--- src/rtl/core/dcp_pkg.sv ---
`timescale 1ns / 1ps
// Shared types and constants for the DCP identify response parser.
// No dependencies; used by dcp_parse, dcp_rfifo and the top level.
package dcp_pkg;

  // frame layout
  localparam int MAX_FRAME_BYTES_DEF = 2048;
  localparam int MAC_FIRST     = 6;
  localparam int ETH_TYPE_HI   = 12;
  localparam int ETH_TYPE_LO   = 13;
  localparam int HDR_PLAIN     = 14;
  localparam int HDR_VLAN      = 18;
  localparam int DCP_HDR_BYTES = 12;

  localparam logic [15:0] ETH_VLAN   = 16'h8100;
  localparam logic [15:0] FRAME_ID   = 16'hFEFF;
  localparam logic [7:0]  SERVICE_ID = 8'h05;

  // option / suboption codes
  localparam logic [7:0] OPT_IP       = 8'h01;
  localparam logic [7:0] OPT_DEVICE   = 8'h02;
  localparam logic [7:0] IP_SUB_MAC   = 8'h01;
  localparam logic [7:0] IP_SUB_PARAM = 8'h02;
  localparam logic [7:0] DEV_SUB_TYPE = 8'h01;
  localparam logic [7:0] DEV_SUB_NAME = 8'h02;
  localparam logic [7:0] DEV_SUB_ID   = 8'h03;

  // result kinds
  localparam logic [1:0] KIND_TYPE    = 2'd0;
  localparam logic [1:0] KIND_NAME    = 2'd1;
  localparam logic [1:0] KIND_SUMMARY = 2'd2;

  // status codes (frame check shares the same codes)
  localparam logic [1:0] ST_OK       = 2'd0;
  localparam logic [1:0] ST_SHORT    = 2'd1;
  localparam logic [1:0] ST_FRAME_ID = 2'd2;
  localparam logic [1:0] ST_SERVICE  = 2'd3;

  // found flag bits
  localparam int FND_IP   = 0;
  localparam int FND_TYPE = 1;
  localparam int FND_NAME = 2;
  localparam int FND_IDS  = 3;

  // result queue
  localparam int RQ_DEPTH = 4;
  localparam int RQ_AW    = $clog2(RQ_DEPTH);
  localparam int RQ_CW    = $clog2(RQ_DEPTH + 1);

  typedef struct packed {
    logic [1:0]  kind;
    logic [7:0]  text_byte;
    logic        text_block_end;
    logic [1:0]  status;
    logic [47:0] src_mac;
    logic [31:0] ip_addr;
    logic [31:0] subnet_mask;
    logic [31:0] gateway;
    logic [15:0] vendor_id;
    logic [15:0] device_id;
    logic [3:0]  found_flags;
    logic        is_last;
  } res_t;

  // results produced by one accepted beat: text first, then summary
  typedef struct packed {
    logic text_vld;
    logic sum_vld;
    res_t text;
    res_t sum;
  } push_t;

endpackage

--- src/rtl/core/dcp_parse.sv ---
`timescale 1ns / 1ps
// Per-byte frame parser: header checks, option block walk, field capture.
// Depends on dcp_pkg.
module dcp_parse #(
  parameter int MAX_FRAME_BYTES = dcp_pkg::MAX_FRAME_BYTES_DEF
) (
  input  logic            clk,
  input  logic            rst,
  input  logic            take,
  input  logic [7:0]      data_byte,
  input  logic            frame_end,
  output dcp_pkg::push_t  push
);

  localparam int PW = $clog2(MAX_FRAME_BYTES + 1);

  logic [PW-1:0]       pos, pos_next;
  logic                vlan, vlan_next;
  logic [15:0]         eth, eth_next;
  logic [47:0]         mac, mac_next;
  logic [1:0]          fc, fc_next;
  logic [15:0]         left, left_next;
  logic [31:0]         bhdr, bhdr_next;
  logic [16:0]         cnt, cnt_next;
  logic [2:0][31:0]    bval, bval_next;
  logic [31:0]         cfields, cfields_next;
  logic [2:0][31:0]    cip, cip_next;
  logic [3:0]          found, found_next;
  logic                walking, walking_next;

  always_comb begin
    logic [16:0] p17;
    logic [16:0] h17;
    logic [16:0] ha17;
    logic [3:0]  r4;
    logic [16:0] c;
    logic [15:0] blen;
    logic [16:0] vi;
    logic [16:0] adv;
    logic [16:0] total;
    logic [7:0]  opt;
    logic [7:0]  sub;
    logic [1:0]  k;
    logic [1:0]  st;

    pos_next     = pos;
    vlan_next    = vlan;
    eth_next     = eth;
    mac_next     = mac;
    fc_next      = fc;
    left_next    = left;
    bhdr_next    = bhdr;
    cnt_next     = cnt;
    bval_next    = bval;
    cfields_next = cfields;
    cip_next     = cip;
    found_next   = found;
    walking_next = walking;
    push         = '0;

    p17   = 17'(pos);
    h17   = vlan ? 17'(dcp_pkg::HDR_VLAN) : 17'(dcp_pkg::HDR_PLAIN);
    ha17  = '0;
    r4    = '0;
    c     = cnt;
    blen  = bhdr[15:0];
    vi    = '0;
    adv   = '0;
    total = '0;
    opt   = bhdr[31:24];
    sub   = bhdr[23:16];
    k     = '0;
    st    = '0;

    if (take) begin
      if (pos < PW'(MAX_FRAME_BYTES)) begin
        pos_next = pos + PW'(1);
        if (p17 >= 17'(dcp_pkg::MAC_FIRST) && p17 < 17'(dcp_pkg::ETH_TYPE_HI)) begin
          mac_next = {mac[39:0], data_byte};
        end
        if (p17 == 17'(dcp_pkg::ETH_TYPE_HI) || p17 == 17'(dcp_pkg::ETH_TYPE_LO)) begin
          eth_next = {eth[7:0], data_byte};
          if (p17 == 17'(dcp_pkg::ETH_TYPE_LO) && eth_next == dcp_pkg::ETH_VLAN) begin
            vlan_next = 1'b1;
          end
        end else if (p17 >= 17'(dcp_pkg::HDR_PLAIN)) begin
          if (p17 >= h17 && p17 < h17 + 17'(dcp_pkg::DCP_HDR_BYTES)) begin
            // DCP header: frame id, service id/type, xid, delay, data length
            r4 = 4'(p17 - h17);
            bhdr_next = {bhdr[23:0], data_byte};
            if (r4 == 4'd1 && bhdr_next[15:0] != dcp_pkg::FRAME_ID) begin
              fc_next = dcp_pkg::ST_FRAME_ID;
            end
            if (r4 == 4'd2 && fc == dcp_pkg::ST_OK && data_byte != dcp_pkg::SERVICE_ID) begin
              fc_next = dcp_pkg::ST_SERVICE;
            end
            if (r4 == 4'(dcp_pkg::DCP_HDR_BYTES - 1)) begin
              left_next    = bhdr_next[15:0];
              bhdr_next    = '0;
              cnt_next     = '0;
              walking_next = (fc == dcp_pkg::ST_OK) && (left_next >= 16'd4);
            end
          end else if (walking && p17 >= h17 + 17'(dcp_pkg::DCP_HDR_BYTES)) begin
            // option block walk
            if (c < 17'd4) begin
              bhdr_next = {bhdr[23:0], data_byte};
              if (c == 17'd3) begin
                blen = bhdr_next[15:0];
                adv  = 17'd4 + 17'(blen) + 17'(blen[0]);
                left_next = (adv > 17'(left)) ? '0 : 16'(17'(left) - adv);
                bval_next = '0;
              end
            end else begin
              vi = c - 17'd4;
              if (vi < 17'(blen)) begin
                if (vi >= 17'd2 && vi < 17'd14) begin
                  k = 2'((vi - 17'd2) >> 2);
                  bval_next[k] = {bval[k][23:0], data_byte};
                end
                if (opt == dcp_pkg::OPT_DEVICE && blen > 16'd2 && vi >= 17'd2 &&
                    (sub == dcp_pkg::DEV_SUB_TYPE || sub == dcp_pkg::DEV_SUB_NAME)) begin
                  push.text_vld = 1'b1;
                  push.text.kind = (sub == dcp_pkg::DEV_SUB_TYPE) ? dcp_pkg::KIND_TYPE
                                                                 : dcp_pkg::KIND_NAME;
                  push.text.text_byte      = data_byte;
                  push.text.text_block_end = (vi == 17'(blen) - 17'd1);
                end
                if (vi == 17'(blen) - 17'd1) begin
                  if (opt == dcp_pkg::OPT_IP && blen >= 16'd14 &&
                      (sub == dcp_pkg::IP_SUB_MAC || sub == dcp_pkg::IP_SUB_PARAM)) begin
                    cip_next = bval_next;
                    found_next[dcp_pkg::FND_IP] = 1'b1;
                  end else if (opt == dcp_pkg::OPT_DEVICE && sub == dcp_pkg::DEV_SUB_TYPE &&
                               blen > 16'd2) begin
                    found_next[dcp_pkg::FND_TYPE] = 1'b1;
                  end else if (opt == dcp_pkg::OPT_DEVICE && sub == dcp_pkg::DEV_SUB_NAME &&
                               blen > 16'd2) begin
                    found_next[dcp_pkg::FND_NAME] = 1'b1;
                  end else if (opt == dcp_pkg::OPT_DEVICE && sub == dcp_pkg::DEV_SUB_ID &&
                               blen == 16'd6) begin
                    cfields_next = bval_next[0];
                    found_next[dcp_pkg::FND_IDS] = 1'b1;
                  end
                end
              end
            end
            cnt_next = c + 17'd1;
            if (c >= 17'd3) begin
              blen  = bhdr_next[15:0];
              total = 17'd4 + 17'(blen) + 17'(blen[0]);
              if (cnt_next >= total) begin
                if (left_next >= 16'd4) begin
                  cnt_next  = '0;
                  bhdr_next = '0;
                end else begin
                  walking_next = 1'b0;
                end
              end
            end
          end
        end
      end

      if (frame_end) begin
        ha17 = vlan_next ? 17'(dcp_pkg::HDR_VLAN) : 17'(dcp_pkg::HDR_PLAIN);
        st = (17'(pos_next) < ha17 + 17'(dcp_pkg::DCP_HDR_BYTES)) ? dcp_pkg::ST_SHORT : fc_next;
        push.sum_vld     = 1'b1;
        push.sum.kind    = dcp_pkg::KIND_SUMMARY;
        push.sum.status  = st;
        push.sum.is_last = 1'b1;
        if (st == dcp_pkg::ST_OK) begin
          push.sum.src_mac     = mac_next;
          push.sum.ip_addr     = cip_next[0];
          push.sum.subnet_mask = cip_next[1];
          push.sum.gateway     = cip_next[2];
          push.sum.vendor_id   = cfields_next[31:16];
          push.sum.device_id   = cfields_next[15:0];
          push.sum.found_flags = found_next;
        end
        // start over for the next frame
        pos_next     = '0;
        vlan_next    = 1'b0;
        eth_next     = '0;
        mac_next     = '0;
        fc_next      = dcp_pkg::ST_OK;
        left_next    = '0;
        bhdr_next    = '0;
        cnt_next     = '0;
        bval_next    = '0;
        cfields_next = '0;
        cip_next     = '0;
        found_next   = '0;
        walking_next = 1'b0;
      end
    end
  end

  always_ff @(posedge clk) begin
    if (rst) begin
      pos     <= '0;
      vlan    <= 1'b0;
      eth     <= '0;
      mac     <= '0;
      fc      <= dcp_pkg::ST_OK;
      left    <= '0;
      bhdr    <= '0;
      cnt     <= '0;
      bval    <= '0;
      cfields <= '0;
      cip     <= '0;
      found   <= '0;
      walking <= 1'b0;
    end else begin
      pos     <= pos_next;
      vlan    <= vlan_next;
      eth     <= eth_next;
      mac     <= mac_next;
      fc      <= fc_next;
      left    <= left_next;
      bhdr    <= bhdr_next;
      cnt     <= cnt_next;
      bval    <= bval_next;
      cfields <= cfields_next;
      cip     <= cip_next;
      found   <= found_next;
      walking <= walking_next;
    end
  end

  // an accepted frame end always leaves the parser at the start of a fresh frame
  a_end_clears: assert property (@(posedge clk) disable iff (rst)
    take && frame_end |=> pos == '0 && !walking && found == '0)
    else $error("parser state not cleared after frame end");

  // text only comes out of an active block walk
  a_text_walk: assert property (@(posedge clk) disable iff (rst)
    push.text_vld |-> walking && take)
    else $error("text result outside block walk");

endmodule

--- src/rtl/core/dcp_rfifo.sv ---
`timescale 1ns / 1ps
// Small result queue: takes up to two results a cycle, hands out one when out_ready is high.
// Depends on dcp_pkg.
module dcp_rfifo (
  input  logic                          clk,
  input  logic                          rst,
  input  dcp_pkg::push_t                push,
  output logic                          room,
  output logic                          out_valid,
  input  logic                          out_ready,
  output dcp_pkg::res_t                 out_item
);

  dcp_pkg::res_t                 mem [dcp_pkg::RQ_DEPTH];
  logic [dcp_pkg::RQ_AW-1:0]     wptr, rptr;
  logic [dcp_pkg::RQ_CW-1:0]     count, count_next;
  logic [dcp_pkg::RQ_AW-1:0]     sum_addr;
  logic                          pop;
  logic [1:0]                    n_push;

  assign pop       = out_valid && out_ready;
  assign n_push    = 2'(push.text_vld) + 2'(push.sum_vld);
  assign sum_addr  = wptr + dcp_pkg::RQ_AW'(push.text_vld);
  assign room      = count <= dcp_pkg::RQ_CW'(dcp_pkg::RQ_DEPTH - 2);
  assign out_valid = count != '0;
  assign out_item  = mem[rptr];
  assign count_next = count + dcp_pkg::RQ_CW'(n_push) - dcp_pkg::RQ_CW'(pop);

  always_ff @(posedge clk) begin
    if (push.text_vld) begin
      mem[wptr] <= push.text;
    end
    if (push.sum_vld) begin
      mem[sum_addr] <= push.sum;
    end
  end

  always_ff @(posedge clk) begin
    if (rst) begin
      wptr  <= '0;
      rptr  <= '0;
      count <= '0;
    end else begin
      wptr  <= wptr + dcp_pkg::RQ_AW'(n_push);
      rptr  <= rptr + dcp_pkg::RQ_AW'(pop);
      count <= count_next;
    end
  end

  a_no_over: assert property (@(posedge clk) disable iff (rst)
    count <= dcp_pkg::RQ_CW'(dcp_pkg::RQ_DEPTH))
    else $error("result queue overflow");

  a_push_room: assert property (@(posedge clk) disable iff (rst)
    (push.text_vld || push.sum_vld) |-> count <= dcp_pkg::RQ_CW'(dcp_pkg::RQ_DEPTH - 2))
    else $error("push without room for a full beat");

  a_drain: assert property (@(posedge clk) disable iff (rst)
    pop && !push.text_vld && !push.sum_vld |=> count == $past(count) - dcp_pkg::RQ_CW'(1))
    else $error("queue count wrong after pop");

endmodule

--- src/rtl/core/dcp_identify_response_parser_top.sv ---
`timescale 1ns / 1ps
// Top level of the DCP identify response parser.
// Depends on dcp_pkg, dcp_parse and dcp_rfifo.
//
// Usage:
//   Slave side (s_*) carries the received Ethernet frame one byte per beat,
//   s_tlast on the last byte of the frame. Master side (m_*) carries results:
//   station type / name payload bytes (m_tuser = 0 / 1) as they arrive, each
//   block closed by text_block_end, and one summary beat (m_tuser = 2,
//   m_tlast = 1) per frame with status, source MAC, IP block values,
//   vendor / device id and found flags.
//   Throughput: one byte per cycle while s_tready is high. Each accepted
//   beat is parsed in the cycle it is taken; the state registers and the
//   result queue load at that edge, and a result shows on m_tvalid once the
//   entries ahead of it have drained. A last byte that also carries a text
//   byte gives two results; the queue drains one per cycle while m_tready is high.
//   Stall: the 4-entry result queue parts the two sides. s_tready stays high
//   while at least two entries are free, so the input keeps flowing while a
//   result waits on m_tready; a longer stall fills the queue and holds off
//   the input until beats are taken again.
//   Reset (rst, synchronous): clears the frame state and empties the queue.
module dcp_identify_response_parser_top #(
  parameter int MAX_FRAME_BYTES = dcp_pkg::MAX_FRAME_BYTES_DEF
) (
  input  logic          clk,
  input  logic          rst,
  input  logic          s_tvalid,
  output logic          s_tready,
  input  logic [7:0]    s_tdata,   // [7:0] data_byte
  input  logic          s_tlast,   // frame_end
  output logic          m_tvalid,
  input  logic          m_tready,
  // [7:0] text_byte, [8] text_block_end, [10:9] status, [58:11] src_mac,
  // [90:59] ip_addr, [122:91] subnet_mask, [154:123] gateway,
  // [170:155] vendor_id, [186:171] device_id, [190:187] found_flags, [191] zero
  output logic [191:0]  m_tdata,
  output logic [1:0]    m_tuser,   // [1:0] kind
  output logic          m_tlast    // is_last
);

  dcp_pkg::push_t push;
  dcp_pkg::res_t  item;
  logic           take;
  logic           room;

  assign s_tready = room;
  assign take     = s_tvalid && s_tready;

  dcp_parse #(
    .MAX_FRAME_BYTES(MAX_FRAME_BYTES)
  ) u_parse (
    .clk       (clk),
    .rst       (rst),
    .take      (take),
    .data_byte (s_tdata),
    .frame_end (s_tlast),
    .push      (push)
  );

  dcp_rfifo u_rfifo (
    .clk       (clk),
    .rst       (rst),
    .push      (push),
    .room      (room),
    .out_valid (m_tvalid),
    .out_ready (m_tready),
    .out_item  (item)
  );

  assign m_tuser = item.kind;
  assign m_tlast = item.is_last;
  assign m_tdata = {1'b0, item.found_flags, item.device_id, item.vendor_id, item.gateway,
                    item.subnet_mask, item.ip_addr, item.src_mac, item.status,
                    item.text_block_end, item.text_byte};

endmodule

--- config.mk ---
export PLATFORM = sky130hd
export DESIGN_NAME = dcp_identify_response_parser_top
export DESIGN_NICKNAME = d
export VERILOG_FILES = /design/src/rtl/core/dcp_pkg.sv /design/src/rtl/core/dcp_parse.sv /design/src/rtl/core/dcp_rfifo.sv /design/src/rtl/core/dcp_identify_response_parser_top.sv
export SDC_FILE = /design/constraint.sdc
export NUM_CORES = 2
export LEC_CHECK = 0
export BUFFER_PORTS_ARGS = -buffer_cell sky130_fd_sc_hd__buf_2
export CORE_MARGIN = 2
export CORE_UTILIZATION = 46
export DETAILED_ROUTE_END_ITERATION = 6
export HOLD_SLACK_MARGIN = 0.12
export PLACE_DENSITY_LB_ADDON = 0.25
export SLEW_MARGIN = 20
export SYNTH_ARGS = -nofsm -noshare
export SYNTH_HDL_FRONTEND = slang
export SYNTH_HIERARCHICAL = 1
export SYNTH_SLANG_ARGS = --single-unit
--- constraint.sdc ---
create_clock -name clk -period 30.6 [get_ports clk]
set_input_delay 4.59 -clock clk [delete_from_list [all_inputs] [get_ports clk]]
set_output_delay 4.59 -clock clk [all_outputs]
set_load 0.02 [all_outputs]
==> impl_metrics.env <==
export IMPL_finalMaxSlewViolations=0
export IMPL_ant_nets=0
export IMPL_avgSynthCellArea_sq_um=12.9
export IMPL_core_area_sq_mm=0.134
export IMPL_ff2ff_path_depth=20
export IMPL_initial_core_util_pct=46.4
export IMPL_finalClockSkew_ps=28.8
export IMPL_end_kind="register"
export IMPL_die_w_um=371
export IMPL_r2r_start="u_parse/cnt[2]"
export IMPL_drt_iter0_markers=3295
export IMPL_worstSetupPathType="input port to register"
export IMPL_boundaryPins=210
export IMPL_yosysWarnings=6
export IMPL_gp_congestion=0.892
export IMPL_seq_area_sq_mm=0.0308
export IMPL_drv_cap=0
export IMPL_die_area_sq_mm=0.138
export IMPL_drtPass1Iterations=6
export IMPL_finalSetupViolations=0
export IMPL_ctsHoldBuffers=0
export IMPL_grt_pass1_wl_um=245000
export IMPL_wl_per_cell_um=24.3
export IMPL_ys_seq_area_share_pct=49.6
export IMPL_rsz0062_at_grt="no"
export IMPL_min_path_cells=1
export IMPL_vias=39475
export IMPL_cp_arrival_ps=10120
export IMPL_fmax_mhz=103
export IMPL_route_detailed_drc=0
export IMPL_area_growth_syn_to_layout_pct=9.16
export IMPL_path_clk_slew_ps=60
export IMPL_power_density_mw_per_mm2=61.4
export IMPL_slew_headroom_pct=22.2
export IMPL_drive_gt1_share_pct=30.4
export IMPL_numPortBuffers=208
export IMPL_fin_util_pct=50.6
export IMPL_n_fill_cell=11517
export IMPL_ys_seq_elements=1148
export IMPL_synthesis_area_sq_mm=0.0620
export IMPL_dp_cells=6494
export IMPL_multi_input_area_sq_mm=0.0285
export IMPL_finalHoldViolCount=0
export IMPL_crit_end="u_rfifo/mem[1][42]"
export IMPL_hpwl_um=101000
export IMPL_async_flop_share_pct=0
export IMPL_cts_root_buf="clkbuf_16"
export IMPL_nNetsFinal=4966
export IMPL_via_per_inst=5.86
export IMPL_cts_resized=0
export IMPL_p_leak_uw=0.0232
export IMPL_ir_drop_mv=0.0460
export IMPL_startpoint="s_tvalid"
export IMPL_fin_cells=6733
export IMPL_finalSetupTns_ps=0
export IMPL_antenna_found_initial=11
export IMPL_ff2ff_setup_slack_ps=21960
export IMPL_synth_edf_count=776
export IMPL_ys_flop_type="edfxtp_1"
export IMPL_htreeDepth=4
export IMPL_num_rows=134
export IMPL_cts_setup_buffers=0
export IMPL_r2r_end="u_rfifo/mem[1][42]"
export IMPL_syn_inst=4812
export IMPL_cts_sink_count=1148
export IMPL_crit_path_start_kind="input port"
export IMPL_cts_made_buffers=131
export IMPL_grt_max_degree=130
export IMPL_fin_crit_sh_pct=31.8
export IMPL_status="finished, final reports clean"
export IMPL_worstMarginPinSlew_ps=1160
export IMPL_totalWireLength_um=164000
export IMPL_grt_pass1_vias=38575
export IMPL_worstSkewPairLatency_ps=770
export IMPL_critPathRequiredTime_ps=30980
export IMPL_cts_buffer_depth=3
export IMPL_layout_min_cycle_time_ps=9740
export IMPL_gr_total_overflow=0
export IMPL_grt_usage_pct=23.4
export IMPL_synth_cell_types=89
export IMPL_die_y_um=371
export IMPL_hold_ws_ps=461
export IMPL_worstPathMaxFanout=126
export IMPL_hp_class="register to register"
export IMPL_cts_tree="built"
[power by group]
group	internal, uW	switching [uW]
clock	865	639
sequential	1720	34.4
combinational	365	529
[stage by stage]
step | instance area (sq um) | setup WS (ps) | power, uW
3_3_place_gp | 63600 | 20110 | 2680
4_1_cts | 67600 | 20850 | 4200
5_1_grt | 67600 | 20530 | 4310
3_5_place_dp | 63600 | 20040 | 2690
2_1_floorplan | 62700 | 9220 | 2450
6_report | 67600 | 20860 | 4150
[cells by family after synthesis]
group	count (synthesis)	synth area share [%]
XOR/XNOR	97	1.49
adder cells (fa/ha/maj)	94	1.92
flip-flops	1148	49.6
other	2	0.0121
AND/OR/NAND/NOR	804	5.93
multiplexers	1181	25.4
AO/OA/AOI/OAI	805	9.70
buffers and inverters	681	5.96
[flip-flops by register name, summed over array words and instances (netlist names), 2 cells and up]
name	cells
u_rfifo/rptr	2
u_parse/bval	96
u_parse/bhdr	32
u_rfifo/mem	776
u_parse/left	16
u_rfifo/count	3
u_rfifo/wptr	2
u_parse/fc	2
u_parse/eth	8
u_parse/cip	96
u_parse/cnt	17
u_parse/found	4
u_parse/pos	12
u_parse/mac	48
u_parse/cfields	32
[cell usage after synthesis, types with 22 or more instances]
| master | instances | share of area [%] |
|---|---|---|
| a21oi_1 | 150 | 1.2 |
| nor3_1 | 37 | 0.30 |
| xor2_1 | 34 | 0.48 |
| nand3_1 | 36 | 0.29 |
| mux2_4 | 100 | 2.4 |
| nand2_1 | 245 | 1.5 |
| mux2_1 | 97 | 1.8 |
| buf_4 | 225 | 2.7 |
| clkbuf_1 | 205 | 1.2 |
| a21o_1 | 28 | 0.34 |
| mux2_2 | 673 | 12 |
| ha_1 | 92 | 1.9 |
| o21ai_0 | 85 | 0.69 |
| a22oi_1 | 67 | 0.81 |
| buf_1 | 34 | 0.21 |
| edfxtp_1 | 776 | 38 |
| xnor2_1 | 57 | 0.81 |
| dfxtp_1 | 372 | 12 |
| mux4_2 | 194 | 7.1 |
| buf_6 | 28 | 0.51 |
| a22o_1 | 133 | 1.9 |
| a21boi_0 | 22 | 0.27 |
| nor4_1 | 22 | 0.22 |
| o2bb2ai_1 | 111 | 1.6 |
| mux2i_1 | 117 | 1.9 |
| buf_2 | 64 | 0.52 |
| inv_1 | 122 | 0.74 |
| nor2_1 | 295 | 1.8 |
| a211oi_1 | 56 | 0.68 |
[critical path, cell delays in order]
cell and delay, ps:
buf_2 70, and2_1 170, buf_4 330, clkinv_1 350, nor2_1 350, nand2_1 120, a2111oi_2 340, buf_4 260
ha_1 180, xnor2_1 380, and3_4 790, o21bai_4 410, buf_12 640, buf_4 820
[layer usage]
metal	track usage (%)	share of wire, %
met2	35.8	45
met3	4.78	6.7
met4	6.65	2.4
met5	0	0.034
met1	33.6	46
[cell type report]
class                   instances  share of cell area [%]
multi-input cells            3176                    42.1
inverters                     125                   0.694
clock inverters                44                   0.562
repair buffers                277                    2.44
flip-flops and latches       1148                    45.5
well taps                    1768                    3.27
diodes                          4                  0.0148
clock buffers                 191                    5.45
[worst min-delay path by stage]
stage	startpoint	endpoint	slack [ps]
floorplan	u_parse/found[3]	u_parse/found[3]	430
global placement	u_parse/cip[26]	u_parse/cip[26]	440
detailed placement	u_parse/cip[26]	u_parse/cip[26]	450
CTS	u_parse/cip[20]	u_parse/cip[20]	460
global route	u_parse/cfields[8]	u_parse/cfields[8]	470
finish	u_parse/cfields[16]	u_parse/cfields[16]	460
[cell usage in the layout (no fill, tap or decap), types with 28 or more instances in the layout]
master     netlist  routed
clkbuf_1       205      46
buf_2           64     207
a211oi_1        56      56
mux2_1          97      97
nand3_1         36      35
a21o_1          28      28
dfxtp_1        372     370
conb_1           2     195
nor3_1          37      37
edfxtp_1       776     776
xnor2_1         57      57
nand2_1        245     243
ha_1            92      92
o21ai_0         85      82
mux4_2         194     194
mux2_2         673     673
mux2i_1        117     117
a22oi_1         67      67
buf_4          225      63
xor2_1          34      33
inv_1          122     122
nor2_1         295     291
clkbuf_16        0     135
o2bb2ai_1      111     111
a22o_1         133     133
a21oi_1        150     150
mux2_4         100     100
(Power assumes the default switching activity.)
